==> src/rtl/ptmt_pkg.sv <==
// Package for the page table map and translate unit.
// Holds sizes, command and register codes, and the structs shared by the
// table memory, the divider and the top level. No dependencies.
package ptmt_pkg;

    // Table geometry and field widths
    localparam int DEPTH     = 256;
    localparam int SLOT_W    = $clog2(DEPTH);
    localparam int CNT_W     = SLOT_W + 1;
    localparam int ADDR_W    = 32;
    localparam int IDX_W     = 16;
    localparam int ELEM_W    = 16;
    localparam int PAGE_W    = 24;
    localparam int SIZE_W    = 9;
    localparam int PROD_W    = IDX_W + ELEM_W;
    localparam int DIV_STEPS = PROD_W;
    localparam int DIV_CNT_W = $clog2(DIV_STEPS + 1);

    // Register reset values
    localparam logic [SIZE_W-1:0] RESET_TABLE_SIZE = SIZE_W'(256);
    localparam logic [PAGE_W-1:0] RESET_PAGE_BYTES = PAGE_W'(4096);
    localparam logic [CNT_W-1:0]  DEPTH_COUNT      = CNT_W'(DEPTH);

    // Command codes
    typedef enum logic [1:0] {
        CMD_INSERT  = 2'd0,
        CMD_REMOVE  = 2'd1,
        CMD_FIND    = 2'd2,
        CMD_CONVERT = 2'd3
    } cmd_t;

    // Configuration register indexes
    typedef enum logic {
        REG_TABLE_SIZE = 1'b0,
        REG_PAGE_BYTES = 1'b1
    } reg_idx_t;

    // Table memory access request
    typedef struct packed {
        logic              rd_en;
        logic [SLOT_W-1:0] rd_addr;
        logic              wr_en;
        logic [SLOT_W-1:0] wr_addr;
        logic [ADDR_W-1:0] wr_data;
    } tbl_req_t;

    // Divider result
    typedef struct packed {
        logic              done;
        logic [PROD_W-1:0] quotient;
        logic [PAGE_W-1:0] remainder;
    } div_res_t;

endpackage

==> src/rtl/ptmt_div.sv <==
// Restoring divider, one quotient bit per cycle, for the convert path.
// Splits a byte offset into page number and offset within the page.
// Depends on ptmt_pkg.
module ptmt_div
    import ptmt_pkg::*;
(
    input  logic              aclk,
    input  logic              aresetn,
    input  logic              start,
    input  logic [PROD_W-1:0] dividend,
    input  logic [PAGE_W-1:0] divisor,
    output div_res_t          res
);

    logic [PROD_W-1:0]    quo_reg, quo_next;
    logic [PAGE_W-1:0]    rem_reg, rem_next;
    logic [PAGE_W-1:0]    divisor_reg;
    logic [DIV_CNT_W-1:0] count_reg, count_next;
    logic                 busy_reg, busy_next;
    logic                 done_reg, done_next;
    logic [PAGE_W:0]      trial;
    logic                 ge;

    // One shift-subtract step
    always_comb begin
        trial      = {rem_reg, quo_reg[PROD_W-1]};
        ge         = (trial >= {1'b0, divisor_reg});
        rem_next   = rem_reg;
        quo_next   = quo_reg;
        count_next = count_reg;
        busy_next  = busy_reg;
        done_next  = 1'b0;
        if (start) begin
            rem_next   = '0;
            quo_next   = dividend;
            count_next = '0;
            busy_next  = 1'b1;
        end else if (busy_reg) begin
            rem_next   = ge ? PAGE_W'(trial - {1'b0, divisor_reg}) : trial[PAGE_W-1:0];
            quo_next   = {quo_reg[PROD_W-2:0], ge};
            count_next = count_reg + 1'b1;
            if (count_reg == DIV_CNT_W'(DIV_STEPS - 1)) begin
                busy_next = 1'b0;
                done_next = 1'b1;
            end
        end
    end

    always_ff @(posedge aclk) begin
        if (!aresetn) begin
            busy_reg  <= 1'b0;
            done_reg  <= 1'b0;
            count_reg <= '0;
        end else begin
            busy_reg  <= busy_next;
            done_reg  <= done_next;
            count_reg <= count_next;
        end
    end

    // Datapath holds the last result until the next start
    always_ff @(posedge aclk) begin
        rem_reg <= rem_next;
        quo_reg <= quo_next;
        if (start) begin
            divisor_reg <= divisor;
        end
    end

    assign res.done      = done_reg;
    assign res.quotient  = quo_reg;
    assign res.remainder = rem_reg;

endmodule

==> config.mk <==
export PLATFORM = sky130hd
export DESIGN_NAME = ptmt_div
export DESIGN_NICKNAME = d
export VERILOG_FILES = /design/src/rtl/ptmt_pkg.sv /design/src/rtl/ptmt_div.sv
export SDC_FILE = /design/constraint.sdc
export NUM_CORES = 1
export LEC_CHECK = 0
export ABC_AREA = 1
export CAP_MARGIN = 20
export CORE_ASPECT_RATIO = 0.5
export CORE_MARGIN = 1.5
export CORE_UTILIZATION = 56
export CTS_CLUSTER_DIAMETER = 30
export CTS_CLUSTER_SIZE = 10
export DETAILED_ROUTE_END_ITERATION = 6
export DONT_BUFFER_PORTS = 1
export PLACE_DENSITY = 0.74
export SYNTH_ARGS = -nofsm -noshare
export SYNTH_HDL_FRONTEND = slang
export SYNTH_SLANG_ARGS = --single-unit
==> constraint.sdc <==
create_clock -name aclk -period 3.5 [get_ports aclk]
set_clock_uncertainty 0.1 [all_clocks]
set_input_delay 0.175 -clock aclk [delete_from_list [all_inputs] [get_ports aclk]]
set_output_delay 0.175 -clock aclk [all_outputs]
set_load 0.1 [all_outputs]
Word level (Yosys, flattened, before mapping):

Index checks and enable logic that the tools add are counted.

* input port bits: 59
* logic and storage cells: 22
* output and inout port bits: 57
* register bits after elaboration: 88

* multiplexer cells: 7
* $lt $le $gt $ge: 1
* bitwise logic cells: 2
* $add $sub $neg: 2
* equality and inequality tests: 1
* reductions and logical operators: 3

Operators by type and width (count)
* $mux 32: 2
* $ge 25x24->1: 1
* $mux 24: 1
* $sub 24x24->24: 1
* $add 6x1->6 const B: 1
* $eq 6x5->1 const B: 1
* $mux 1: 4
* $reduce_or 3->1: 1
* $not 1->1: 2
* $reduce_bool 2->1: 1
* $reduce_or 2->1: 1

Longest topological paths before layout:

Gate-level depths: netlist of the first run.

* depth in word-level cells: 4
* gate-level depth with buffers: 15
* mapped depth without buffers: 15

Worst setup path after synthesis of the first run:

No wires, ideal clock.

* path kind: register -> register
* from: register quo_reg[31]
* to: register rem_reg[12]
* buffers on the path: 0
* period minus slack after synthesis: 2.713 ns
* arrival time: 2.497 ns
* cell stages (with the launch flop): 16
* path slack: 0.787 ns
* data required time: 3.284 ns
* library setup time: 0.116 ns
* cell sequence: edfxtp_1 inv_1 ha_1 fa_1 inv_1 nand3_1 nand3_1 nand2_1 nand3_1 nand2_1 nand2_1 nand2_1 nand2_1 nand2_1 nand3_1 nand2_1

* longest elaborated chain between the ends: 2
* elaborated cells between the ends (all ways): 3
* those cells by class: 1 x add/sub; 1 x order compare; 1 x mux

Ends and longest elaborated chain
* start, declared: RTL line ptmt_div.sv:15 `logic [PROD_W-1:0] quo_reg, quo_next;`
* start signal, assigned: RTL line ptmt_div.sv:64 `quo_reg <= quo_next;`
* $sub 24x24->24 or $ge 25x24->1 (tied branches): RTL line ptmt_div.sv:39, ptmt_div.sv:27
* $mux 24 (*): RTL line ptmt_div.sv:39 `rem_next = ge ? PAGE_W'(trial - {1'b0, divisor_reg}) : trial[PAGE_W-1:0];`
* end signal, assigned: RTL line ptmt_div.sv:63 `rem_reg <= rem_next;`
* end, declared: RTL line ptmt_div.sv:16 `logic [PAGE_W-1:0] rem_reg, rem_next;`

Every way passes the cells marked *; elsewhere a longest branch is shown, timed or not.
A chain may end at the register's enable or synchronous reset.

Final worst setup path of the first run:

* from: register rem_reg[20]
* to: register rem_reg[19]

* longest elaborated chain between the ends: 2

Ends and longest elaborated chain
* $ge 25x24->1: RTL line ptmt_div.sv:27 `ge = (trial >= {1'b0, divisor_reg});`
* $mux 24: RTL line ptmt_div.sv:39

Every way passes these cells.

==> results of run 1 <==
-- cell families after synthesis --
logic type | Yosys count | share of synthesized area, %
AND/OR/NAND/NOR | 486 | 37.4
buffers and inverters | 157 | 11.2
flip-flops | 88 | 42.1
adder cells (fa/ha/maj) | 26 | 6.04
AO/OA/AOI/OAI | 16 | 1.79
XOR/XNOR | 9 | 1.43
-- metal layers --
| layer | share of wire (%) | up-vias |
|---|---|---|
| li1 | - | 2595 |
| met3 | 10 | 25 |
| met2 | 43 | 243 |
| met1 | 45 | 2305 |
| met4 | 1.4 | 0 |
| met5 | 0 | - |
-- stage by stage --
| step | power (uW) | hold slack (ns) |
|---|---|---|
| floorplan | 1690 | 0.174 |
| global placement | 1740 | 0.174 |
| detailed placement | 1750 | 0.174 |
| CTS | 2810 | 0.0145 |
| global route | 2890 | 0.0463 |
| finish | 2800 | 0.0176 |
-- placed cells by master (no fill, tap or decap), types with 6 or more instances in the layout --
cell type      count
a21oi_1           12
buf_4             32
clkbuf_16          9
dfxtp_1           32
dlygate4sd3_1     57
edfxtp_1          56
ha_1              25
inv_1            131
nand2_1          350
nand3_1           46
nand3b_1           7
nand4_1           31
nor2_1            32
nor3_1             6
xnor2_1            8
-- how the worst max path moves through the flow --
| stage | start | to | slack, ns | depth (start not counted) |
|---|---|---|---|---|
| finish | rem_reg[20]$_SDFFE_PP0P_ | rem_reg[19]$_SDFFE_PP0P_ | 1.00 | 11 |
| CTS | rem_reg[0]$_SDFFE_PP0P_ | rem_reg[16]$_SDFFE_PP0P_ | 1.07 | 15 |
| floorplan | quo_reg[31]$_DFFE_PP_ | rem_reg[12]$_SDFFE_PP0P_ | 0.79 | 15 |
| global placement | rem_reg[20]$_SDFFE_PP0P_ | rem_reg[19]$_SDFFE_PP0P_ | 1.09 | 11 |
| detailed placement | rem_reg[14]$_SDFFE_PP0P_ | quo_reg[0]$_DFFE_PP_ | 1.06 | 12 |
| global route | rem_reg[20]$_SDFFE_PP0P_ | rem_reg[19]$_SDFFE_PP0P_ | 0.83 | 11 |
-- what timing repair did --
action	CTS	global route
buffers inserted	0	0
hold endpoints to repair	81	0
hold buffers	58	0
-- cell type report --
type	instances	area, um2
fillers	799	2790
multi-input cells	537	2570
flip-flops and latches	88	2320
repair buffers	90	838
inverters	137	514
clock buffers	9	225
well taps	135	169
clock inverters	7	77.6
-- critical path: stages, from the launching register on --
cell     delay (ns)
dfxtp_1        0.30
buf_4          0.23
ha_1           0.42
nand2_1        0.12
nor3_1         0.26
nand2_1        0.12
nor2_1         0.14
nand2_2        0.09
nand3_4        0.30
nand2_1        0.13
nand3_1        0.10
nand2_1        0.06
-- power breakdown --
group	total, uW	switching (uW)	internal, uW	leakage, uW
combinational	314	192	121	0.00251
clock	1000	442	562	0.000148
sequential	1490	306	1180	0.000822
==> results.json, run 1 <==
{
  "status": "complete, no violations",
  "nNetsFinal": 948,
  "synth_area_leaders": "edfxtp_1 31%, nand2_1 24%, dfxtp_1 12%, inv_1 8.9%, ha_1 5.7%",
  "hp-start": "aresetn",
  "fp.coreArea_um2": 9510,
  "rsz0062_at_grt": "false",
  "synth_top_area_cell": "edfxtp_1",
  "p_leak_uw": 0.00348,
  "cp-end-kind": "flip-flop",
  "grt_busiest_layer": "met2",
  "gp_congestion": 0.933,
  "hold_path_depth": 2,
  "r2r_end": "rem_reg[19]$_SDFFE_PP0P_",
  "place_area_um2": 5820,
  "clkSlewWorstSetupHoldPaths_ns": 0.07,
  "use_met3_pct": 8.60,
  "drc_errors": 0,
  "dp.cells": 929,
  "min_period_ns": 2.50,
  "first_iter_violations": 340,
  "root_buffer": "clkbuf_16",
  "max_freq_ghz": 0.400,
  "startpoint_type": "flip-flop",
  "worst_slack_ns": 1.00,
  "path_max_fanout": 25,
  "path_class": "flip-flop to flip-flop",
  "fin_setup_tns_ns": 0,
  "largest_reg_flops": 32,
  "relSlewSlack_pct": 34.1,
  "ys_top_cells_by_count": "350 x nand2_1, 131 x inv_1, 56 x edfxtp_1",
  "final_antenna_net_count": 0,
  "finalSetupViolations": 0,
  "area_growth_pct": 21.9,
  "ys_warn_count": 0,
  "h-tree-depth": 3,
  "via_count": 5168,
  "grt_pass1_wl_um": 23400,
  "routed_wl_um": 14600,
  "hpwlAfterDp_um": 9510,
  "synth_area_um2": 5510,
  "hp-class": "input pin to flip-flop",
  "worstPathRequired_ns": 3.63,
  "met1_usage_pct": 38.8,
  "antenna_found_initial": 0,
  "synth_edf_count": 56,
  "grt_max_degree": 58,
  "port_buffers": 0,
  "row_count": 25,
  "vdd_drop_max_uv": 404,
  "pre_cts_ws_ns": 1.06,
  "io_pins": 116,
  "dieArea_um2": 10500,
  "r2r_start": "rem_reg[20]$_SDFFE_PP0P_",
  "synth_fp_nets": 867,
  "synth.top_cell.area_share_pct": 30.5,
  "cp.arrival_ns": 2.63,
  "synth_cell_types": 30,
  "ys.flop_type": "edfxtp_1",
  "yosysSeqAreaShare_pct": 42.1,
  "syn_inst": 782,
  "grt_usage_pct": 28.9,
  "clock_latency_ns": 0.34,
  "fin_crit_sh_pct": 71.4,
  "async_flop_share_pct": 0,
  "grt_pass1_vias": 4781,
  "initial_core_util_pct": 58.0,
  "first_pass_iters": 5,
  "drive_gt1_share_pct": 7.26,
  "overflow": 0,
  "cts-buffers-inserted": 9,
  "diodes": 0,
  "power.density_nw_per_um2": 417,
  "hold_viol": 0,
  "cts_resized": 0,
  "grt_use_met2_pct": 45.1,
  "syn_avg_cell_area_um2": 7.05,
  "dieHeight_um": 73.2,
  "die_x_um": 143,
  "cts_tree": "yes",
  "whs_endpoint": "count_reg[1]$_SDFFE_PP0P_",
  "routedWlPerCell_um": 14.5,
  "clock_path_buffers": 2,
  "ys_ff_latch": 88,
  "vias_per_cell": 5.15,
  "r2r_slack_ns": 1.00,
  "synth_most_common_cell": "nand2_1",
  "cts_sinks": 88,
  "worst_slew_pin_slew_ns": 0.989,
  "fin_area_um2": 6720,
  "maxCapViolations": 0,
  "maxSlewViolCount": 0,
  "utilization_pct": 70.7,
  "r2r_cells": 11,
  "fin_cells": 1003
}
(Power assumes the default switching activity.)
==> run 2, diff against run 1 <==
- clock period: 3.5 -> 2.4 ns (I/O delays scaled with it)
==> run 2 against run 1 <==
Effect of this change: sequential share of layout area decreased by 1.3 points; fmax increased by 12%; count of clock-buffer cells in the layout unchanged; via count increased by 3.8%; worst hold slack improved by 0.035 ns; combinational power increased to 2.9 times the previous value; utilization increased by 3.6 points; critical path depth increased by 2; wire length increased by 7.1%; die area unchanged; clock power increased by 53%; register-to-register slack got worse by 0.84 ns.
==> results.json, run 2 (synthesized netlist as in run 1, its figures left out) <==
{
  "whs_endpoint": "quo_reg[29]$_DFFE_PP_",
  "cts-buffers-inserted": 9,
  "dieArea_um2": 10500,
  "root_buffer": "clkbuf_16",
  "maxCapViolations": 0,
  "worst_slack_ns": 0.164,
  "io_pins": 116,
  "fin_crit_sh_pct": 93.2,
  "cp.arrival_ns": 2.42,
  "cp-end-kind": "flip-flop",
  "row_count": 25,
  "dp.cells": 960,
  "dieHeight_um": 73.2,
  "startpoint_type": "flip-flop",
  "path_max_fanout": 12,
  "first_pass_iters": 5,
  "fin_cells": 1034,
  "first_iter_violations": 424,
  "routedWlPerCell_um": 15.1,
  "vdd_drop_max_uv": 487,
  "clock_latency_ns": 0.34,
  "nNetsFinal": 980,
  "worst_slew_pin_slew_ns": 0.980,
  "initial_core_util_pct": 58.0,
  "power.density_nw_per_um2": 599,
  "cts_sinks": 88,
  "overflow": 0,
  "grt_max_degree": 58,
  "hold_path_depth": 3,
  "hp-start": "start",
  "utilization_pct": 74.3,
  "port_buffers": 0,
  "clock_path_buffers": 2,
  "maxSlewViolCount": 0,
  "via_count": 5364,
  "min_period_ns": 2.24,
  "area_growth_pct": 28.1,
  "layout_commonest_cell": "nand2_1",
  "max_freq_ghz": 0.447,
  "finalSetupViolations": 0,
  "antenna_found_initial": 0,
  "die_x_um": 143,
  "grt_pass1_wl_um": 24700,
  "clkSlewWorstSetupHoldPaths_ns": 0.07,
  "largest_reg_flops": 32,
  "cts_tree": "yes",
  "diodes": 0,
  "fp.coreArea_um2": 9510,
  "path_class": "flip-flop to flip-flop",
  "r2r_cells": 13,
  "r2r_start": "divisor_reg[12]$_DFFE_PP_",
  "grt_usage_pct": 30.8,
  "p_sw_uw": 1360,
  "hp-class": "input pin to flip-flop",
  "pre_cts_ws_ns": 0.184,
  "drive_gt1_share_pct": 14.3,
  "r2r_slack_ns": 0.16,
  "final_cell_mix": "350 x nand2_1, 130 x inv_1, 62 x buf_4",
  "drc_errors": 0,
  "switching_share_pct": 32.1,
  "status": "complete, no violations",
  "combPwrFrac_pct": 21.3,
  "hold_viol": 0,
  "vias_per_cell": 5.19,
  "gp_congestion": 0.918,
  "pwr-share-clk_pct": 36.1,
  "p_seq_share_pct": 42.7,
  "final_antenna_net_count": 0,
  "h-tree-depth": 3,
  "relSlewSlack_pct": 34.7,
  "p_leak_uw": 0.00369,
  "grt_pass1_vias": 5076,
  "r2r_end": "rem_reg[12]$_SDFFE_PP0P_",
  "hpwlAfterDp_um": 10200,
  "worstPathRequired_ns": 2.58,
  "intPower_uw": 2870,
  "routed_wl_um": 15600
}
==> run 2: worst max path at each step <==
stage / from / end / slack [ns]
detailed placement: divisor_reg[12]$_DFFE_PP_ / quo_reg[0]$_DFFE_PP_ / 0.18
global route: divisor_reg[7]$_DFFE_PP_ / rem_reg[14]$_SDFFE_PP0P_ / -0.02
global placement: divisor_reg[12]$_DFFE_PP_ / quo_reg[0]$_DFFE_PP_ / 0.20
floorplan: quo_reg[31]$_DFFE_PP_ / rem_reg[12]$_SDFFE_PP0P_ / -0.15
CTS: divisor_reg[12]$_DFFE_PP_ / quo_reg[0]$_DFFE_PP_ / 0.17
finish: divisor_reg[12]$_DFFE_PP_ / rem_reg[12]$_SDFFE_PP0P_ / 0.16
==> run 2: what timing repair did <==
action	in CTS	in global routing
resized for setup	0	1
endpoints found under the hold margin	83	0
setup endpoints to repair	0	8
hold buffers	58	0
setup buffers	0	0
==> run 2: through the flow <==
step / power [uW] / instance area [um2] / hold WS, ns / TNS [ns]
final: 4230 / 7060 / 0.0528 / 0
after global routing: 4370 / 7060 / 0.0564 / -0.122
after CTS: 4240 / 7050 / 0.0529 / 0
after detailed placement: 2620 / 6130 / 0.119 / 0
after global placement: 2610 / 6130 / 0.119 / 0
after floorplan: 2470 / 5580 / 0.119 / -0.468
==> run 2: routing by layer <==
metal | GRT usage [%] | wire (um) | vias to the layer above
met3 | 8.40 | 1380 | 22
met2 | 52.0 | 7030 | 242
met5 | 0 | 0 | -
li1 | - | - | 2660
met4 | 7.26 | 254 | 0
met1 | 39.8 | 6930 | 2440
==> run 2: layout make-up <==
cell class,instances,area (um2)
clock buffer,9,225
clock inverter,6,93.8
fill,755,2450
inverter,137,514
multi-input combinational,538,2620
sequential,88,2350
tap,135,169
timing repair buffer,121,1080
==> run 2: worst max-delay path: stages (launching register included) <==
cell      delay [ns]
edfxtp_1        0.32
inv_1           0.04
ha_1            0.34
nand2_1         0.09
nand2_1         0.07
inv_1           0.07
nand2_1         0.09
nand2_1         0.07
nand2_1         0.10
a21oi_4         0.22
nand3_2         0.34
nand2_1         0.17
nand3_1         0.08
nand2_1         0.06
==> run 2: power by group through the flow <==
| stage | Combinational (uW) | Sequential [uW] | Clock, uW |
|---|---|---|---|
| after global placement | 776 | 1830 | 0 |
| after global routing | 951 | 1810 | 1610 |
| after detailed placement | 785 | 1840 | 0 |
| after floorplan | 259 | 2210 | 0 |
| after CTS | 883 | 1800 | 1550 |
| final | 901 | 1810 | 1530 |
==> run 3, diff against run 2 <==
- CORE_MARGIN: 1.5 -> 3
==> run 3 against run 2 <==
Effect of this change: final cell count shrank 0.48%; total power shrank 3.7%; sequential share of layout area grew 0.14 points; die area grew 6.3%; fmax grew 0.97%; combinational power grew 4.0%; setup slack gained 0.021 ns; largest cell class unchanged; highest routed layer unchanged.
==> results.json, run 3 (synthesized netlist as in run 1, its figures left out) <==
{
  "nNetsFinal": 979,
  "drive_gt1_share_pct": 14.2,
  "die_x_um": 146,
  "clock_latency_ns": 0.35,
  "cts_sinks": 88,
  "h-tree-depth": 3,
  "fillers": 682,
  "fp.coreArea_um2": 9130,
  "worst_slack_ns": 0.185,
  "path_max_fanout": 24,
  "wl_met3_um": 1500,
  "pre_cts_ws_ns": 0.195,
  "area_growth_pct": 27.6,
  "grt_usage_pct": 28.7,
  "rsz0062_at_grt": "true",
  "fin_crit_sh_pct": 92.3,
  "hpwlAfterDp_um": 10200,
  "finalSetupViolations": 0,
  "overflow": 0,
  "vdd_drop_max_uv": 469,
  "port_buffers": 0,
  "row_count": 24,
  "relSlewSlack_pct": 36.0,
  "initial_core_util_pct": 60.4,
  "fin_cells": 1029,
  "cp.arrival_ns": 2.35,
  "p_leak_uw": 0.00368,
  "grt_pass1_vias": 5263,
  "antenna_found_initial": 0,
  "cts-buffers-inserted": 9,
  "first_pass_iters": 5,
  "place_area_um2": 6120,
  "max_freq_ghz": 0.452,
  "final_cell_mix": "350 x nand2_1, 130 x inv_1, 59 x buf_4",
  "worstPathRequired_ns": 2.53,
  "hold_viol": 0,
  "met1_length_um": 7000,
  "routed-wl-met2_um": 7180,
  "final_antenna_net_count": 0,
  "fin_setup_tns_ns": 0,
  "dp.cells": 954,
  "diodes": 0,
  "routedWlPerCell_um": 15.5,
  "cp_cell_sequence": "inv_1, ha_1, nand2_1, nor2_2, nand3_1, clkinv_1, nand4_4, buf_4, nand4_1, nand3_1, nand2_1",
  "worst_slew_pin_slew_ns": 0.960,
  "dieArea_um2": 11100,
  "startpoint_type": "flip-flop",
  "first_iter_violations": 531,
  "slowest_stage": "edfxtp_1",
  "hp-start": "start",
  "root_buffer": "clkbuf_16",
  "io_pins": 116,
  "gp_congestion": 0.930,
  "p_total_uw": 4080,
  "cp-end-kind": "flip-flop",
  "clkSlewWorstSetupHoldPaths_ns": 0.07,
  "topRoutingLayerUsed": "met4",
  "power.density_nw_per_um2": 580,
  "min_period_ns": 2.21,
  "r2r_cells": 11,
  "clock_path_buffers": 2,
  "r2r_slack_ns": 0.19,
  "r2r_end": "rem_reg[18]$_SDFFE_PP0P_",
  "status": "complete, no violations",
  "hp-class": "input pin to flip-flop",
  "post_cts_buffers": 0,
  "path_class": "flip-flop to flip-flop",
  "whs_endpoint": "divisor_reg[23]$_DFFE_PP_",
  "slowest_delay_ns": 0.37,
  "grt_pass1_wl_um": 26100,
  "largest_reg_flops": 32,
  "drc_errors": 0,
  "via_count": 5398,
  "routed_wl_um": 15900,
  "grt_max_degree": 58,
  "vias_per_cell": 5.25,
  "r2r_start": "divisor_reg[10]$_DFFE_PP_",
  "hold_path_depth": 1,
  "layout_commonest_cell": "nand2_1",
  "fin_area_um2": 7030,
  "dieHeight_um": 76.2,
  "maxCapViolations": 0,
  "cts_tree": "yes",
  "maxSlewViolCount": 0
}
-- run 3: per-layer routing --
layer | vias up | GRT usage (%)
li1 | 2670 | -
met1 | 2450 | 38.3
met2 | 253 | 46.6
met3 | 25 | 7.49
met4 | 0 | 7.88
met5 | - | 0
-- run 3: layout make-up --
type / count / area [um2] / share of cell area (%)
clock buffer: 10 / 229 / 3.26
clock inverter: 6 / 51.3 / 0.730
inverter: 137 / 514 / 7.31
multi-input combinational: 538 / 2630 / 37.4
sequential: 88 / 2350 / 33.4
tap: 130 / 163 / 2.31
timing repair buffer: 120 / 1090 / 15.5
-- run 3: critical path: cells and delay by family, from the launching register on --
kind / cells / cell delay, ns
fa+ha+maj: 1 / 0.27
buf+inv: 3 / 0.56
flops: 1 / 0.37
simple gates: 7 / 0.80
-- run 3: power by group --
| group | switching [uW] | internal, uW |
|---|---|---|
| Clock | 644 | 716 |
| Combinational | 694 | 243 |
| Sequential | 61.0 | 1720 |
-- run 3: worst max path at each step --
stage | from | end | slack, ns | depth (start not counted)
5_1_grt | divisor_reg[11]$_DFFE_PP_ | rem_reg[18]$_SDFFE_PP0P_ | -0.003 | 11
2_1_floorplan | quo_reg[31]$_DFFE_PP_ | rem_reg[12]$_SDFFE_PP0P_ | -0.15 | 15
3_5_place_dp | divisor_reg[16]$_DFFE_PP_ | quo_reg[0]$_DFFE_PP_ | 0.19 | 12
4_1_cts | divisor_reg[16]$_DFFE_PP_ | quo_reg[0]$_DFFE_PP_ | 0.18 | 12
6_report | divisor_reg[10]$_DFFE_PP_ | rem_reg[18]$_SDFFE_PP0P_ | 0.19 | 11
3_3_place_gp | divisor_reg[9]$_DFFE_PP_ | rem_reg[19]$_SDFFE_PP0P_ | 0.22 | 11
-- run 3: what timing repair did --
action                     in CTS  in global routing
hold buffers                   58                  0
setup endpoints to repair       0                 19
resized for setup               0                  6
hold endpoints to repair       85                  0
-- run 3: stage by stage --
| stage | utilization [%] | hold WS, ns |
|---|---|---|
| global placement | 67.0 | 0.119 |
| floorplan | - | 0.119 |
| finish | 77.0 | 0.0760 |
| detailed placement | 67.0 | 0.119 |
| CTS | 76.6 | 0.0694 |
| global route | 77.0 | 0.0699 |
